File: src/hw/rtl/kndd_pkg.sv
// Shared types and constants of the keypad number duplicate detector.
// Depends on nothing; every other file of the block imports it.
package kndd_pkg;

	localparam int TOTAL_DIGITS_DEF = 7;
	localparam int QUEUE_DEPTH_DEF  = 2;
	localparam int SUB_W            = 20;
	localparam int CNT_W            = 4;
	localparam int REGION_SIZE      = 1000000;
	localparam int ROW_W            = 64;

	typedef enum logic [1:0] {
		ST_NEW = 2'd0,
		ST_DUP = 2'd1,
		ST_BAD = 2'd2
	} status_t;

	typedef struct packed {
		logic             bad;
		logic             lead_six;
		logic [SUB_W-1:0] subscriber;
	} num_rec_t;

endpackage

File: src/hw/rtl/kndd_front.sv
// Front part: maps keypad characters to digits, accumulates one number
// and pushes a classified number record on its last character. Uses kndd_pkg.
module kndd_front #(
	parameter int TOTAL_DIGITS = kndd_pkg::TOTAL_DIGITS_DEF
) (
	input  logic               clk,
	input  logic               arst_n,
	input  logic               in_valid,
	output logic               in_ready,
	input  logic [7:0]         char_in,
	input  logic               last,
	input  logic               q_full,
	input  logic               clr_done,
	output logic               push,
	output kndd_pkg::num_rec_t push_rec
);
	import kndd_pkg::*;

	typedef enum logic [1:0] {
		KP_DIGIT,
		KP_DASH,
		KP_BAD
	} kp_class_t;

	typedef struct packed {
		kp_class_t  cls;
		logic [3:0] val;
	} kp_t;

	function automatic kp_t kp_decode(input logic [7:0] c);
		kp_t r;
		r.cls = KP_DIGIT;
		r.val = 4'd0;
		if (c >= "0" && c <= "9") begin
			r.val = 4'(c - "0");
		end else if (c == "-") begin
			r.cls = KP_DASH;
		end else if (c >= "A" && c <= "C") begin
			r.val = 4'd2;
		end else if (c >= "D" && c <= "F") begin
			r.val = 4'd3;
		end else if (c >= "G" && c <= "I") begin
			r.val = 4'd4;
		end else if (c >= "J" && c <= "L") begin
			r.val = 4'd5;
		end else if (c >= "M" && c <= "O") begin
			r.val = 4'd6;
		end else if (c == "P" || c == "R" || c == "S") begin
			r.val = 4'd7;
		end else if (c >= "T" && c <= "V") begin
			r.val = 4'd8;
		end else if (c >= "W" && c <= "Y") begin
			r.val = 4'd9;
		end else begin
			r.cls = KP_BAD;
		end
		return r;
	endfunction

	localparam logic [CNT_W-1:0] TOTAL_CNT  = CNT_W'(TOTAL_DIGITS);
	localparam logic [SUB_W-1:0] REGION_LIM = SUB_W'(REGION_SIZE);

	logic [CNT_W-1:0] digit_count_q, cnt_n;
	logic [SUB_W-1:0] accum_q, accum_n;
	logic             lead_ok_q, lead_ok_n;
	logic             lead_six_q, lead_six_n;
	logic             bad_q, bad_n;
	logic             fire;
	logic             num_bad;
	kp_t              kp;

	assign kp       = kp_decode(char_in);
	assign in_ready = !q_full && clr_done;
	assign fire     = in_valid && in_ready;

	always_comb begin
		cnt_n      = digit_count_q;
		accum_n    = accum_q;
		lead_ok_n  = lead_ok_q;
		lead_six_n = lead_six_q;
		bad_n      = bad_q;
		case (kp.cls)
			KP_BAD: begin
				bad_n = 1'b1;
			end
			KP_DIGIT: begin
				if (digit_count_q == '0) begin
					lead_ok_n  = (kp.val == 4'd3) || (kp.val == 4'd6);
					lead_six_n = (kp.val == 4'd6);
				end else if (digit_count_q < TOTAL_CNT) begin
					accum_n = (accum_q << 3) + (accum_q << 1) + SUB_W'(kp.val);
				end
				if (digit_count_q <= TOTAL_CNT) begin
					cnt_n = digit_count_q + 1'b1;
				end
			end
			default: begin
			end
		endcase
	end

	assign num_bad = bad_n || !lead_ok_n || (cnt_n != TOTAL_CNT) || (accum_n >= REGION_LIM);

	assign push                = fire && last;
	assign push_rec.bad        = num_bad;
	assign push_rec.lead_six   = num_bad ? 1'b0 : lead_six_n;
	assign push_rec.subscriber = num_bad ? '0 : accum_n;

	always_ff @(posedge clk or negedge arst_n) begin
		if (!arst_n) begin
			digit_count_q <= '0;
			accum_q       <= '0;
			lead_ok_q     <= 1'b0;
			lead_six_q    <= 1'b0;
			bad_q         <= 1'b0;
		end else if (fire) begin
			if (last) begin
				digit_count_q <= '0;
				accum_q       <= '0;
				lead_ok_q     <= 1'b0;
				lead_six_q    <= 1'b0;
				bad_q         <= 1'b0;
			end else begin
				digit_count_q <= cnt_n;
				accum_q       <= accum_n;
				lead_ok_q     <= lead_ok_n;
				lead_six_q    <= lead_six_n;
				bad_q         <= bad_n;
			end
		end
	end

endmodule

File: config.mk
export PLATFORM = sky130hd
export DESIGN_NAME = kndd_front
export DESIGN_NICKNAME = d
export VERILOG_FILES = /design/src/hw/rtl/kndd_pkg.sv /design/src/hw/rtl/kndd_front.sv
export SDC_FILE = /design/constraint.sdc
export NUM_CORES = 1
export LEC_CHECK = 0
export BUFFER_PORTS_ARGS = -buffer_cell sky130_fd_sc_hd__buf_2
export CAP_MARGIN = 20
export CORE_MARGIN = 5
export CORE_UTILIZATION = 54
export DETAILED_ROUTE_END_ITERATION = 7
export GPL_ROUTABILITY_DRIVEN = 1
export PLACE_DENSITY = 0.77
export SYNTH_ARGS = -nofsm -noshare
export SYNTH_HDL_FRONTEND = slang
export SYNTH_SLANG_ARGS = --single-unit
export TNS_END_PERCENT = 30
File: constraint.sdc
create_clock -name clk -period 4.55 [get_ports clk]
set_clock_uncertainty 0.2 [all_clocks]
set_input_delay 0.455 -clock clk [delete_from_list [all_inputs] [get_ports clk]]
set_output_delay 0.455 -clock clk [all_outputs]
set_load 0.05 [all_outputs]
==> flow_summary.toml <==
[grt]
overflow = 0
antenna_found_initial = 0
first_global_vias = 3646
grt_max_degree = 28
track_usage = 0.303
grt_pass1_wl_microns = 18100

[yosys]
synth_cell_types = 66
synth.net_count = 410
postSynth.topFlopCell = "dfrtp_1"
netlist_instances = 358
synth_seq_area_share = 0.215
synth_edf_count = 0
synth_warnings = 0
netlist_area_sq_mm = 0.00315
post-synth-top-area-cell = "dfrtp_1"
ys_ff_latch = 27
synthArstFlopShare = 1.00
netlist.area_leader.share = 0.215
yosys-top-cells-area = "dfrtp_1, ha_1, mux2i_1"
avgSynthCellArea_sq_um = 8.79

[floorplanning]
core_sq_mm = 0.00557
fp-row-count = 27
fp.dieW_microns = 86.4
start_util = 0.565
die_h_microns = 86.4
dieArea_sq_mm = 0.00746
num_io_pins = 38

[placement]
gp_congestion = 0.898
placed_area_sq_mm = 0.00401
dp_hpwl_microns = 6680
placed_cells = 506
port_buffers = 37

[setup_path]
cp_slowest_cell = "or4_4"
arrival_ns = 4.73
cp_max_fo = 7
crit_path_start_kind = "primary input"
cp_common_cell = "ha_4"
end_kind = "output pin"
timing_worst_setup_path_type = "in -> out"
worst-endpoint-required_ns = 3.89
worst_path_largest_cell_delay_ns = 0.56
worstPathCellList = "buf_12, o32a_1, or3_1, a41oi_2, o22ai_2, inv_2, ha_4, ha_4, fa_2, a211oi_2, o211ai_1, a21oi_2, xnor2_1, or4_4, o41ai_4, a2111oi_4, buf_4, clkbuf_16, nor3_4, buf_6"

[layout]
final_common_cell = "buf_4"
antenna_cells = 0
final_area_sq_mm = 0.00465
layout-drive-gt1-share = 0.397
layout_common_cells = "buf_4, nand2_1, ha_1, buf_6, o21ai_0"
area.growth.synth_to_final_pct = 47.8
fillCellCount = 265
nets = 516
stdcell_count = 535

[power]
p_per_area_mw_per_mm2 = 299
peakVddDrop_uv = 261
power.leakage_nw = 2.23

[clock_network]
hold_buffers = 0
cts.sinks = 27
clk_pin_slew_ns = 0.12
cts_buffers = 3
clk_latency_ns = 0.29
cts_buffer_depth = 2
htree_levels = 1
cts_tree = "done"
cts_root_buf = "clkbuf_8"

[timing]
maxSlewHeadroom = 0.320
fin_crit_ns = 5.38
setup_viol = 23
rsz0062_at_grt = "yes"
hold_viol_final = 15
finalCritPeriodShare = 1.18
fin_setup_tns_ns = -17.26
worstMarginPinSlew_ns = 1.02
setup_ws_ns = -0.833
maxSlewViolCount = 0
fin_hold_ws_ns = -0.0136
fmax_mhz = 186

[route]
firstDrtPassIters = 7
drtIter0Drc = 385
drc_errors = 0
wl_microns = 12400
drtAntennaViolNets = 0
avgRoutedWirePerCell_microns = 23.2
via_count = 3692
viasPerCell = 6.90

[run_status]
status = "finished with violations"
violations = "hold timing, setup timing"

[run]
maxCapViolCount = 0

[min_path]
holdCritPathClass = "in -> async"
==> cells in the mapped netlist, types with 3 or more instances <==
| library cell | number |
|---|---|
| mux2i_1 | 20 |
| and2_1 | 5 |
| nor3b_1 | 3 |
| nor2_1 | 17 |
| nand2_1 | 38 |
| xor2_1 | 7 |
| nor3_1 | 4 |
| dfrtp_1 | 27 |
| nand3_1 | 3 |
| clkbuf_1 | 6 |
| o21ai_0 | 31 |
| a21boi_0 | 3 |
| a22oi_1 | 11 |
| a21oi_1 | 19 |
| a21o_1 | 7 |
| nand4_1 | 5 |
| ha_1 | 36 |
| a211oi_1 | 4 |
| a31oi_1 | 3 |
| nand2b_1 | 4 |
| o211ai_1 | 4 |
| inv_1 | 7 |
| buf_2 | 5 |
| o21ai_1 | 4 |
| nor3_2 | 18 |
| xnor2_1 | 13 |
==> layout make-up <==
type	instances	area, sq um	area share
tap	72	90.1	0.0194
clock buffer	3	41.3	0.00888
inverter	8	30.0	0.00646
sequential	27	676	0.145
timing repair buffer	118	1060	0.228
multi-input combinational	306	2750	0.590
clock inverter	1	7.51	0.00161
==> timing repair <==
| item | in CTS | in global routing |
|---|---|---|
| buffers inserted | 18 | 6 |
| gates cloned | 1 | 0 |
| pin swaps | 24 | 22 |
| gates resized for setup | 90 | 9 |
| endpoints found under the setup margin | 22 | 23 |
==> critical path, delay by kind of cell <==
family | cells | cell delay [ns]
AOI/OAI and AO/OA | 8 | 1.62
and+or+nand+nor | 3 | 1.18
buffers and inverters | 5 | 0.73
adders and majority gates | 3 | 0.51
xor gates and xnor gates | 1 | 0.21
==> registers in the layout, summed over array words and instances (netlist names) <==
name and flops:
accum_q 20, bad_q 1, digit_count_q 4, lead_ok_q 1
lead_six_q 1
==> layer usage <==
| layer | track usage | wire length [microns] | up-vias |
|---|---|---|---|
| li1 | - | - | 1553 |
| met1 | 0.369 | 4750 | 1751 |
| met2 | 0.530 | 5890 | 310 |
| met3 | 0.0475 | 1090 | 78 |
| met4 | 0.123 | 675 | 0 |
| met5 | 0 | 0 | - |
==> logic make-up after synthesis <==
group                      after synthesis  share of synthesized area
DFF                                     27                      0.215
and+or+nand+nor                        119                      0.227
muxes                                   22                     0.0707
xor gates and xnor gates                20                     0.0556
buffers and inverters                   25                     0.0389
adders and majority gates               38                      0.156
AOI/OAI and AO/OA                      107                      0.238
==> report_power, final <==
part           leakage [nW]  total, mW  switching (mW)  internal (mW)
Sequential            0.350      0.302          0.0400          0.262
Combinational          1.86      0.931           0.525          0.406
Clock                0.0217      0.157          0.0939         0.0627
Total                  2.23       1.39           0.659          0.730
==> final timing paths <==
kind | startpoint | endpoint | slack (ns) | cells after the start
setup / recovery | char_in[1] | push_rec[5] | -0.83 | 20
hold / removal | arst_n | digit_count_q[1] | -0.01 | 1
setup reg to reg | accum_q[0] | accum_q[12] | 0.45 | 18
hold reg to reg | bad_q | bad_q | 0.31 | 2
max in group asynchronous | arst_n | accum_q[9] | 3.71 | 1
min in group clk | bad_q | bad_q | 0.31 | 2
==> through the flow <==
step                       util  total power [mW]  setup WS, ns  hold slack (ns)
after floorplan               -             0.772        -0.419          -0.0406
after global placement    0.719              1.07        -0.586            0.269
after detailed placement  0.719              1.08        -0.678            0.279
after CTS                 0.822              1.27        -0.550           0.0186
after global routing      0.835              1.45        -0.956           0.0339
final                     0.835              1.39        -0.833          -0.0136
Power figures use the tool's default switching activity.
