### src/hw/rtl/kndd_pkg.sv
// Shared types and constants of the keypad number duplicate detector.
// Depends on nothing; every other file of the block imports it.
package kndd_pkg;

	localparam int TOTAL_DIGITS_DEF = 7;
	localparam int QUEUE_DEPTH_DEF  = 2;
	localparam int SUB_W            = 20;
	localparam int CNT_W            = 4;
	localparam int REGION_SIZE      = 1000000;
	localparam int ROW_W            = 64;

	typedef enum logic [1:0] {
		ST_NEW = 2'd0,
		ST_DUP = 2'd1,
		ST_BAD = 2'd2
	} status_t;

	typedef struct packed {
		logic             bad;
		logic             lead_six;
		logic [SUB_W-1:0] subscriber;
	} num_rec_t;

endpackage

### src/hw/rtl/kndd_queue.sv
// Short queue of number records between front and back parts.
// Uses kndd_pkg for the record type.
module kndd_queue #(
	parameter int DEPTH = kndd_pkg::QUEUE_DEPTH_DEF
) (
	input  logic               clk,
	input  logic               arst_n,
	input  logic               push,
	input  kndd_pkg::num_rec_t push_rec,
	output logic               full,
	output logic               q_valid,
	input  logic               q_ready,
	output kndd_pkg::num_rec_t q_rec
);
	import kndd_pkg::*;

	localparam int PTR_W = (DEPTH > 1) ? $clog2(DEPTH) : 1;
	localparam int OCC_W = $clog2(DEPTH + 1);
	localparam logic [PTR_W-1:0] LAST_PTR = PTR_W'(DEPTH - 1);
	localparam logic [OCC_W-1:0] FULL_OCC = OCC_W'(DEPTH);

	num_rec_t         slot_q [DEPTH];
	logic [PTR_W-1:0] wr_ptr_q, rd_ptr_q;
	logic [OCC_W-1:0] occ_q;
	logic             pop;

	assign full    = (occ_q == FULL_OCC);
	assign q_valid = (occ_q != '0);
	assign q_rec   = slot_q[rd_ptr_q];
	assign pop     = q_valid && q_ready;

	always_ff @(posedge clk) begin
		if (push) begin
			slot_q[wr_ptr_q] <= push_rec;
		end
	end

	always_ff @(posedge clk or negedge arst_n) begin
		if (!arst_n) begin
			wr_ptr_q <= '0;
			rd_ptr_q <= '0;
			occ_q    <= '0;
		end else begin
			if (push) begin
				wr_ptr_q <= (wr_ptr_q == LAST_PTR) ? '0 : wr_ptr_q + 1'b1;
			end
			if (pop) begin
				rd_ptr_q <= (rd_ptr_q == LAST_PTR) ? '0 : rd_ptr_q + 1'b1;
			end
			if (push && !pop) begin
				occ_q <= occ_q + 1'b1;
			end else if (pop && !push) begin
				occ_q <= occ_q - 1'b1;
			end
		end
	end

endmodule

### config.mk
export PLATFORM = sky130hd
export DESIGN_NAME = kndd_queue
export DESIGN_NICKNAME = d
export VERILOG_FILES = /design/src/hw/rtl/kndd_pkg.sv /design/src/hw/rtl/kndd_queue.sv
export SDC_FILE = /design/constraint.sdc
export NUM_CORES = 1
export LEC_CHECK = 0
export ABC_AREA = 1
export BUFFER_PORTS_ARGS = -buffer_cell sky130_fd_sc_hd__buf_2
export CAP_MARGIN = 20
export CORE_ASPECT_RATIO = 0.6
export CORE_MARGIN = 4
export CORE_UTILIZATION = 40
export CTS_BUF_LIST = sky130_fd_sc_hd__clkbuf_4
export DETAILED_ROUTE_END_ITERATION = 12
export PLACE_DENSITY_LB_ADDON = 0.3
export SLEW_MARGIN = 10
export SYNTH_ARGS = -nofsm -noshare
export SYNTH_HDL_FRONTEND = slang
export SYNTH_SLANG_ARGS = --single-unit
### constraint.sdc
create_clock -name clk -period 1.9 [get_ports clk]
set_input_delay 0.19 -clock clk [delete_from_list [all_inputs] [get_ports clk]]
set_output_delay 0.19 -clock clk [all_outputs]
set_load 0.05 [all_outputs]
==> results.py, run 1 <==
metrics = {
    "layout": {
        "ff_latch_area_mm2": 0.00142,
        "multi_input_area_um2": 338,
        "diodes": 0,
        "final_layout_size_suffix_gt1_frac": 0.318,
        "mostFrequentLayoutCells": "75 x nand2_1, 49 x buf_2, 44 x edfxtp_1",
        "nNetsFinal": 227,
        "area_delta_synth_final_pct": 21.6,
        "fin_cells": 261,
        "fillers": 385,
        "final_common_cell": "nand2_1",
    },
    "yosys": {
        "ys_ff_latch": 48,
        "yosysWarningCount": 0,
        "syn_area_mm2": 0.00182,
        "synth_cells": 142,
        "yosysSeqAreaShare": 0.781,
        "yosysUniqueCellTypes": 13,
        "syn_nets": 169,
        "avgSynthCellArea_um2": 12.8,
    },
    "power_and_ir_drop": {
        "p_leak_nw": 1.00,
        "power.density_mw_per_mm2": 1730,
        "vdd_drop_max_uv": 906,
    },
    "clock_tree": {
        "cts-root-buf": "clkbuf_4",
        "post_cts_buffers": 0,
        "cts_buffers": 5,
        "cts_tree": "yes",
        "cts_buffer_depth": 2,
        "clk_latency_ns": 0.33,
        "cts_hold_buf": 1,
        "htree_levels": 2,
        "clk_pin_slew_worst_paths_ns": 0.12,
        "cts_resized": 0,
        "cts_sinks": 48,
    },
    "sta": {
        "finClkSkew_ns": 0.00166,
        "maxSlewHeadroom": 0.727,
        "rsz0062_at_grt": "false",
        "hold_viol": 0,
        "slew_viol_final": 0,
        "finalSetupViolCount": 0,
        "tns_ns": 0,
        "finalCritPeriodShare": 0.896,
        "tightest_slew_ns": 0.408,
        "finalCriticalPeriod_ns": 1.70,
        "maxClockFrequency_mhz": 588,
    },
    "global_route": {
        "grt_pass1_wl_mm": 5.25,
        "groute.usage.overall": 0.125,
        "grt_pass1_vias": 1116,
        "grt_max_degree": 24,
        "antenna_found_initial": 0,
        "gr-total-overflow": 0,
    },
    "routing": {
        "wl_per_cell_um": 12.8,
        "wl_mm": 3.34,
        "vias": 1135,
        "viasPerCell": 4.35,
        "firstDrtPassIters": 4,
        "route.antenna.remaining_nets": 0,
        "route.detailed.drc": 0,
        "drt_iter0_markers": 37,
    },
    "place": {
        "gp_congestion": 0.777,
        "io_buffers": 49,
        "dp_hpwl_mm": 2.33,
        "dp.cells": 252,
    },
    "floorplan": {
        "rows": 18,
        "io_pins": 50,
        "die-area_mm2": 0.00573,
        "die_w_um": 95.1,
        "core_area_mm2": 0.00426,
        "start_util": 0.428,
        "die_h_um": 60.3,
    },
    "critical_path": {
        "rrSetupSlack_ns": 0.57,
        "cp-end-kind": "primary output",
        "crit_type": "reg -> out",
        "crit_required_ns": 1.71,
        "path_common_cell": "nand2_1",
        "slowest_stage": "dfrtp_1",
        "path_cells": "inv_2 > nand2_1 > nand2_1 > buf_2",
        "max_stage_delay_ns": 0.41,
        "start_kind": "flop",
        "regToRegStartpoint": "occ_q[0]",
        "crit_arrival_ns": 1.51,
        "r2r_end": "occ_q[1]",
        "crit_fanout": 23,
        "reg2reg_depth": 8,
    },
    "flow_run": {
        "max_cap_viol_count": 0,
    },
    "hold_path": {
        "hold_depth": 1,
        "min_to": "slot_q[0][7]",
        "hold_path_class": "in -> reg",
        "min-delay-start": "push_rec[7]",
    },
    "status": {
        "status": "finished clean",
    },
}
[worst max path at each step]
stage | startpoint | end | depth (start not counted)
2_1_floorplan | wr_ptr_q | slot_q[0][0] | 1
3_3_place_gp | rd_ptr_q | q_rec[4] | 4
3_5_place_dp | rd_ptr_q | q_rec[4] | 4
4_1_cts | rd_ptr_q | q_rec[4] | 4
5_1_grt | rd_ptr_q | q_rec[0] | 4
6_report | rd_ptr_q | q_rec[4] | 4
[where the power goes]
| group | total [W] | internal [W] | switching (W) |
|---|---|---|---|
| clock | 0.000473 | 0.000191 | 0.000282 |
| combinational | 0.00187 | 0.000392 | 0.00148 |
| sequential | 0.00148 | 0.00141 | 0.0000736 |
[cell usage after synthesis]
cell type / number / share of area
buf_4: 2 / 0.0082
inv_1: 6 / 0.012
nand4_1: 1 / 0.0034
xnor2_1: 1 / 0.0048
edfxtp_1: 44 / 0.73
nor2_1: 2 / 0.0041
xor2_1: 1 / 0.0048
inv_2: 1 / 0.0021
nand2_1: 75 / 0.15
dfrtp_1: 4 / 0.055
ha_1: 1 / 0.0069
nand3_1: 2 / 0.0055
buf_6: 2 / 0.012
[cell type report]
| type | instances | area share |
|---|---|---|
| Clock buffer | 8 | 0.0271 |
| Inverter | 7 | 0.0119 |
| Multi-Input combinational cell | 83 | 0.153 |
| Sequential cell | 48 | 0.642 |
| Tap cell | 60 | 0.0339 |
| Timing Repair Buffer | 55 | 0.132 |
[cells by family (layout without fill, tap and decap cells)]
kind of cell               after synthesis  after routing  share of synthesized area
xor gates and xnor gates                 2              2                    0.00962
adders and majority gates                1              1                    0.00687
buffers and inverters                   11             70                     0.0350
DFF                                     48             48                      0.781
and+or+nand+nor                         80             80                      0.168
[sequential cells by signal, indices dropped and copies added (netlist names)]
register and cells:
occ_q 2, rd_ptr_q 1, slot_q 44, wr_ptr_q 1
[metal layers]
metal / up-vias / routed length [µm] / track usage / part of all wire
met1: 511 / 1610 / 0.165 / 0.48
met2: 40 / 1400 / 0.187 / 0.42
met3: 2 / 306 / 0.0541 / 0.092
li1: 582 / - / - / -
met4: 0 / 25 / 0.0370 / 0.0075
met5: - / 0 / 0 / 0
[critical path, delay by kind of cell (launching register included)]
kind | cells | cell delay [ns]
buf+inv | 2 | 0.59
flops | 1 | 0.41
simple gates | 2 | 0.19
[through the flow]
stage	area [µm²]	hold WS, ns	total power, W	setup slack, ns	utilization
floorplan	1820	-0.106	0.00298	0.147	-
global placement	2140	0.00402	0.00339	0.590	0.504
detailed placement	2140	0.00714	0.00341	0.568	0.504
CTS	2210	0.0162	0.00388	0.172	0.520
global route	2210	0.00375	0.00407	0.0427	0.520
finish	2210	0.0341	0.00383	0.198	0.520
No activity file was read; power rests on OpenSTA's default activity.
==> run 2, diff against run 1 <==
Clock period 1.9 ns to 1.6 ns, I/O delays scaled along.
==> run 2 against run 1 <==
Against the previous run:
- register-to-register slack worse by 0.32 ns
- utilization increased by 7.4 points
- sequential share of layout area is 8.0 points lower
- final cell count increased by 8.4%
- final area up 14%
- clock power increased by 47%
- global-route usage up 0.72 points
- die area unchanged
- non-clock buffer count grew 22
- largest power group unchanged
==> results.py, run 2 (synthesis results as in run 1) <==
metrics = {
    "flow_run": {
        "max_cap_viol_count": 0,
    },
    "critical_path": {
        "path_common_cell": "nand2_1",
        "slowest_stage": "dfrtp_2",
        "cp-end-kind": "primary output",
        "crit_buf_inv": 2,
        "max_stage_delay_ns": 0.46,
        "crit_type": "reg -> out",
        "critPathTopFamily": "flip-flops",
        "path_cells": "buf_12 > nand2_1 > nand2_1 > buf_4",
        "crit_required_ns": 1.44,
        "crit_fanout": 23,
        "start_kind": "flop",
        "crit_arrival_ns": 1.35,
    },
    "power_and_ir_drop": {
        "vdd_drop_max_uv": 1190,
        "power_frac_clock": 0.140,
        "seqPwrFrac": 0.361,
        "power_switching_w": 0.00224,
        "power_frac_comb": 0.499,
        "intPower_w": 0.00271,
        "p_leak_nw": 1.12,
        "p_sw_frac": 0.453,
        "power.density_mw_per_mm2": 1960,
    },
    "global_route": {
        "antenna_found_initial": 0,
        "groute.usage.overall": 0.132,
        "grt_pass1_vias": 1270,
        "gr-total-overflow": 0,
        "grt_pass1_wl_mm": 5.58,
        "grt_max_degree": 24,
    },
    "hold_path": {
        "hold_path_class": "in -> reg",
    },
    "layout": {
        "mostFrequentLayoutCells": "75 x nand2_1, 44 x edfxtp_1, 27 x buf_2",
        "final_common_cell": "nand2_1",
        "nNetsFinal": 249,
        "final_layout_size_suffix_gt1_frac": 0.291,
        "area_delta_synth_final_pct": 39.0,
        "diodes": 0,
        "largestRegisters": "slot_q x44, occ_q x2",
        "largest-register": "slot_q",
        "largest_reg_flops": 44,
    },
    "sta": {
        "slew_viol_final": 0,
        "tns_ns": 0,
        "finalCriticalPeriod_ns": 1.51,
        "rsz0062_at_grt": "false",
        "finClkSkew_ns": 0.0104,
        "finalSetupViolCount": 0,
        "setup_slack_ns": 0.0935,
        "tightest_slew_ns": 0.252,
        "finalCritPeriodShare": 0.942,
        "maxSlewHeadroom": 0.832,
        "hold_viol": 0,
        "maxClockFrequency_mhz": 664,
    },
    "floorplan": {
        "rows": 18,
        "die_w_um": 95.1,
        "die_h_um": 60.3,
        "io_pins": 50,
        "start_util": 0.428,
        "die-area_mm2": 0.00573,
        "core_area_mm2": 0.00426,
    },
    "clock_tree": {
        "cts_sinks": 48,
        "cts_buffers": 5,
        "clk_pin_slew_worst_paths_ns": 0.13,
        "clk_latency_ns": 0.35,
        "post_cts_buffers": 0,
        "cts-root-buf": "clkbuf_4",
        "cts_tree": "yes",
        "htree_levels": 2,
        "cts_buffer_depth": 2,
    },
    "place": {
        "io_buffers": 49,
        "dp_slack_ns": 0.274,
        "dp_hpwl_mm": 2.46,
        "gp_congestion": 0.698,
    },
    "routing": {
        "firstDrtPassIters": 4,
        "drt_iter0_markers": 30,
        "route.detailed.drc": 0,
        "vias": 1236,
        "route.antenna.remaining_nets": 0,
        "wl_per_cell_um": 12.4,
        "viasPerCell": 4.37,
        "wl_mm": 3.51,
    },
    "status": {
        "status": "finished clean",
    },
}
[run 2: final timing paths]
path                            slack [ns]  cells after the start      from   endpoint
max in group asynchronous             1.32                      2    arst_n   rd_ptr_q
worst max-delay path                  0.09                      4  rd_ptr_q  q_rec[18]
worst min-delay path                  0.04                      2      push   wr_ptr_q
min in group asynchronous             0.15                      2    arst_n   occ_q[0]
worst max register to register        0.25                      8  occ_q[0]   occ_q[1]
worst min register to register        0.50                      2  occ_q[1]   occ_q[1]
[run 2: worst reg2reg max path: stages, from the launching register on]
cell and delay (ns):
dfrtp_1 0.43, inv_1 0.08, nand2_1 0.09, nand2_1 0.08, ha_1 0.30, inv_1 0.09
nand3_1 0.08, nand2_1 0.06, nand2_1 0.05
[run 2: power groups by stage]
stage / Combinational [W] / Sequential (W) / Clock, W
2_1_floorplan: 0.00176 / 0.00179 / 0
3_3_place_gp: 0.00221 / 0.00178 / 0
3_5_place_dp: 0.00225 / 0.00179 / 0
4_1_cts: 0.00238 / 0.00178 / 0.000720
5_1_grt: 0.00266 / 0.00181 / 0.000762
6_report: 0.00247 / 0.00179 / 0.000695
[run 2: what timing repair did]
item,in CTS,in global routing
hold buffers,23,0
endpoints found under the setup margin,22,22
gates resized for setup,10,23
endpoints found under the hold margin,46,0
gates cloned,0,0
[run 2: final cells by class]
class	instances	area, µm²
Clock buffer	6	45.0
Tap cell	60	75.1
Sequential cell	48	1420
Inverter	7	33.8
Multi-Input combinational cell	83	338
Clock inverter	2	35.0
Fill cell	364	1730
Timing Repair Buffer	77	581
[run 2: metrics by stage]
step           hold slack (ns)  power [W]   util  std cells  instance area [µm²]
6_report                0.0363    0.00495  0.594        283                 2530
5_1_grt                0.00286    0.00524  0.594        283                 2530
4_1_cts                 0.0199    0.00487  0.583        283                 2480
3_5_place_dp           -0.0233    0.00405  0.504        252                 2140
3_3_place_gp           -0.0320    0.00399  0.504        252                 2140
2_1_floorplan           -0.136    0.00354      -        142                 1820
[run 2: routing by layer]
layer / vias to the layer above / wire (µm) / global-route usage
li1: 626 / - / -
met1: 572 / 1540 / 0.157
met2: 36 / 1710 / 0.227
met3: 2 / 238 / 0.0428
met4: 0 / 21 / 0.0472
met5: - / 0 / 0
==> run 3, diff against run 2 <==
Settings changed: SETUP_SLACK_MARGIN set to 0.1.
==> run 3 against run 2 <==
Against the previous run:
- largest cell class unchanged
- maximum frequency grew 1.7%
- flip-flop and latch count unchanged
- register-to-register slack better by 0.02 ns
- non-clock buffer count unchanged
- routed wire length grew 4.4%
- utilization rose by 0.53 points
- clock skew fell by 0.0014 ns
==> results.py, run 3 (synthesis results as in run 1) <==
metrics = {
    "critical_path": {
        "crit_buf_inv": 2,
        "crit_fanout": 23,
        "critPathTopFamily": "flip-flops",
        "crit_type": "reg -> out",
        "path_cells": "buf_12 > nand2_1 > nand2_1 > buf_4",
        "crit_arrival_ns": 1.32,
        "path_common_cell": "nand2_1",
        "startpoint": "rd_ptr_q",
        "cp-end-kind": "primary output",
        "crit_required_ns": 1.44,
        "max_stage_delay_ns": 0.46,
        "regToRegStartpoint": "occ_q[0]",
        "slowest_stage": "dfrtp_2",
        "start_kind": "flop",
    },
    "layout": {
        "area_delta_synth_final_pct": 40.2,
        "ff_latch_area_mm2": 0.00142,
        "largest_reg_flops": 44,
        "multi_input_area_um2": 340,
        "mostFrequentLayoutCells": "74 x nand2_1, 44 x edfxtp_1, 27 x buf_2",
        "largestRegisters": "slot_q x44, occ_q x2",
        "final_layout_size_suffix_gt1_frac": 0.291,
        "fillers": 330,
        "largest-register": "slot_q",
        "diodes": 0,
        "final_common_cell": "nand2_1",
        "nNetsFinal": 249,
        "fin_cells": 283,
    },
    "global_route": {
        "groute.usage.overall": 0.134,
        "grt_pass1_wl_mm": 5.59,
        "grt_pass1_vias": 1262,
        "grt_max_degree": 24,
        "antenna_found_initial": 0,
        "gr-total-overflow": 0,
    },
    "floorplan": {
        "rows": 18,
        "io_pins": 50,
        "core_area_mm2": 0.00426,
        "die_w_um": 95.1,
        "start_util": 0.428,
        "die-area_mm2": 0.00573,
        "die_h_um": 60.3,
    },
    "place": {
        "dp.cells": 252,
        "io_buffers": 49,
        "dp_hpwl_mm": 2.48,
        "gp_congestion": 0.634,
    },
    "sta": {
        "maxSlewHeadroom": 0.781,
        "maxClockFrequency_mhz": 675,
        "hold_viol": 0,
        "tightest_slew_ns": 0.329,
        "finalCriticalPeriod_ns": 1.48,
        "finalSetupViolCount": 0,
        "finClkSkew_ns": 0.00902,
        "tns_ns": 0,
        "slew_viol_final": 0,
        "rsz0062_at_grt": "true",
        "finalCritPeriodShare": 0.926,
    },
    "clock_tree": {
        "clk_pin_slew_worst_paths_ns": 0.12,
        "cts_buffer_depth": 2,
        "clk_latency_ns": 0.35,
        "cts_sinks": 48,
        "cts_tree": "yes",
        "cts-root-buf": "clkbuf_4",
        "htree_levels": 2,
        "cts_buffers": 5,
    },
    "power_and_ir_drop": {
        "power.density_mw_per_mm2": 1940,
        "vdd_drop_max_uv": 1010,
        "p_leak_nw": 1.13,
    },
    "routing": {
        "firstDrtPassIters": 4,
        "route.detailed.drc": 0,
        "wl_per_cell_um": 13.0,
        "vias": 1237,
        "wl_mm": 3.67,
        "wl_met3_um": 287,
        "m1WireLength_mm": 1.48,
        "drt_iter0_markers": 69,
        "top_layer": "met4",
        "wl_met2_mm": 1.88,
        "route.antenna.remaining_nets": 0,
        "viasPerCell": 4.37,
    },
    "status": {
        "status": "finished clean",
    },
    "flow_run": {
        "max_cap_viol_count": 0,
    },
    "hold_path": {
        "min-delay-start": "push",
        "hold_path_class": "in -> reg",
    },
}
[run 3: cell count changes in the layout (fill, tap and decap cells not counted)]
cell	change
buf_4	-3
buf_6	+13
bufinv_16	-1
clkbuf_4	-11
clkinv_1	+1
clkinv_2	+1
nand2_1	-1
nand2_2	+1
[run 3: area by class of cell]
type,count,area share
clock buffer,5,0.0147
clock inverter,3,0.00539
inverter,7,0.0132
multi-input combinational,83,0.133
sequential,48,0.557
tap,60,0.0294
timing repair buffer,77,0.247
[run 3: repair_timing]
action                                 CTS  global route
hold buffers                            22             1
setup buffers                            0             0
setup endpoints to repair               22            22
endpoints found under the hold margin   46             2
gates resized for setup                 31            11
[run 3: per-layer routing]
layer / vias to the layer above / global-route usage
li1: 626 / -
met1: 569 / 0.152
met2: 39 / 0.242
met3: 3 / 0.0478
met4: 0 / 0.0370
met5: - / 0
[run 3: through the flow]
step / util / hold slack [ns] / setup slack (ns) / power (W) / cell area (µm²)
floorplan: - / -0.136 / 0.172 / 0.00355 / 1830
global placement: 0.504 / -0.0318 / 0.336 / 0.00400 / 2150
detailed placement: 0.504 / -0.0262 / 0.304 / 0.00406 / 2150
CTS: 0.588 / 0.0000359 / 0.0903 / 0.00486 / 2500
global route: 0.600 / 0.0192 / 0.0318 / 0.00521 / 2550
finish: 0.600 / 0.0399 / 0.119 / 0.00495 / 2550
[run 3: path summary, 6_finish.rpt]
kind | depth (start not counted) | endpoint | slack (ns)
max | 4 | q_rec[19] | 0.12
min | 2 | wr_ptr_q | 0.04
max reg2reg | 8 | occ_q[1] | 0.27
min reg2reg | 2 | occ_q[1] | 0.51
max in group asynchronous | 2 | rd_ptr_q | 1.33
min in group asynchronous | 2 | occ_q[0] | 0.12
[run 3: where the power goes]
part,switching (W),internal [W]
logic,0.00184,0.000809
clock network,0.000350,0.000162
registers,0.000112,0.00168
[run 3: worst reg2reg max path, delay by kind of cell, from the launching register on]
family        cells  cell delay (ns)
fa+ha+maj         1             0.31
simple gates      5             0.33
flops             1             0.42
buf+inv           2             0.18
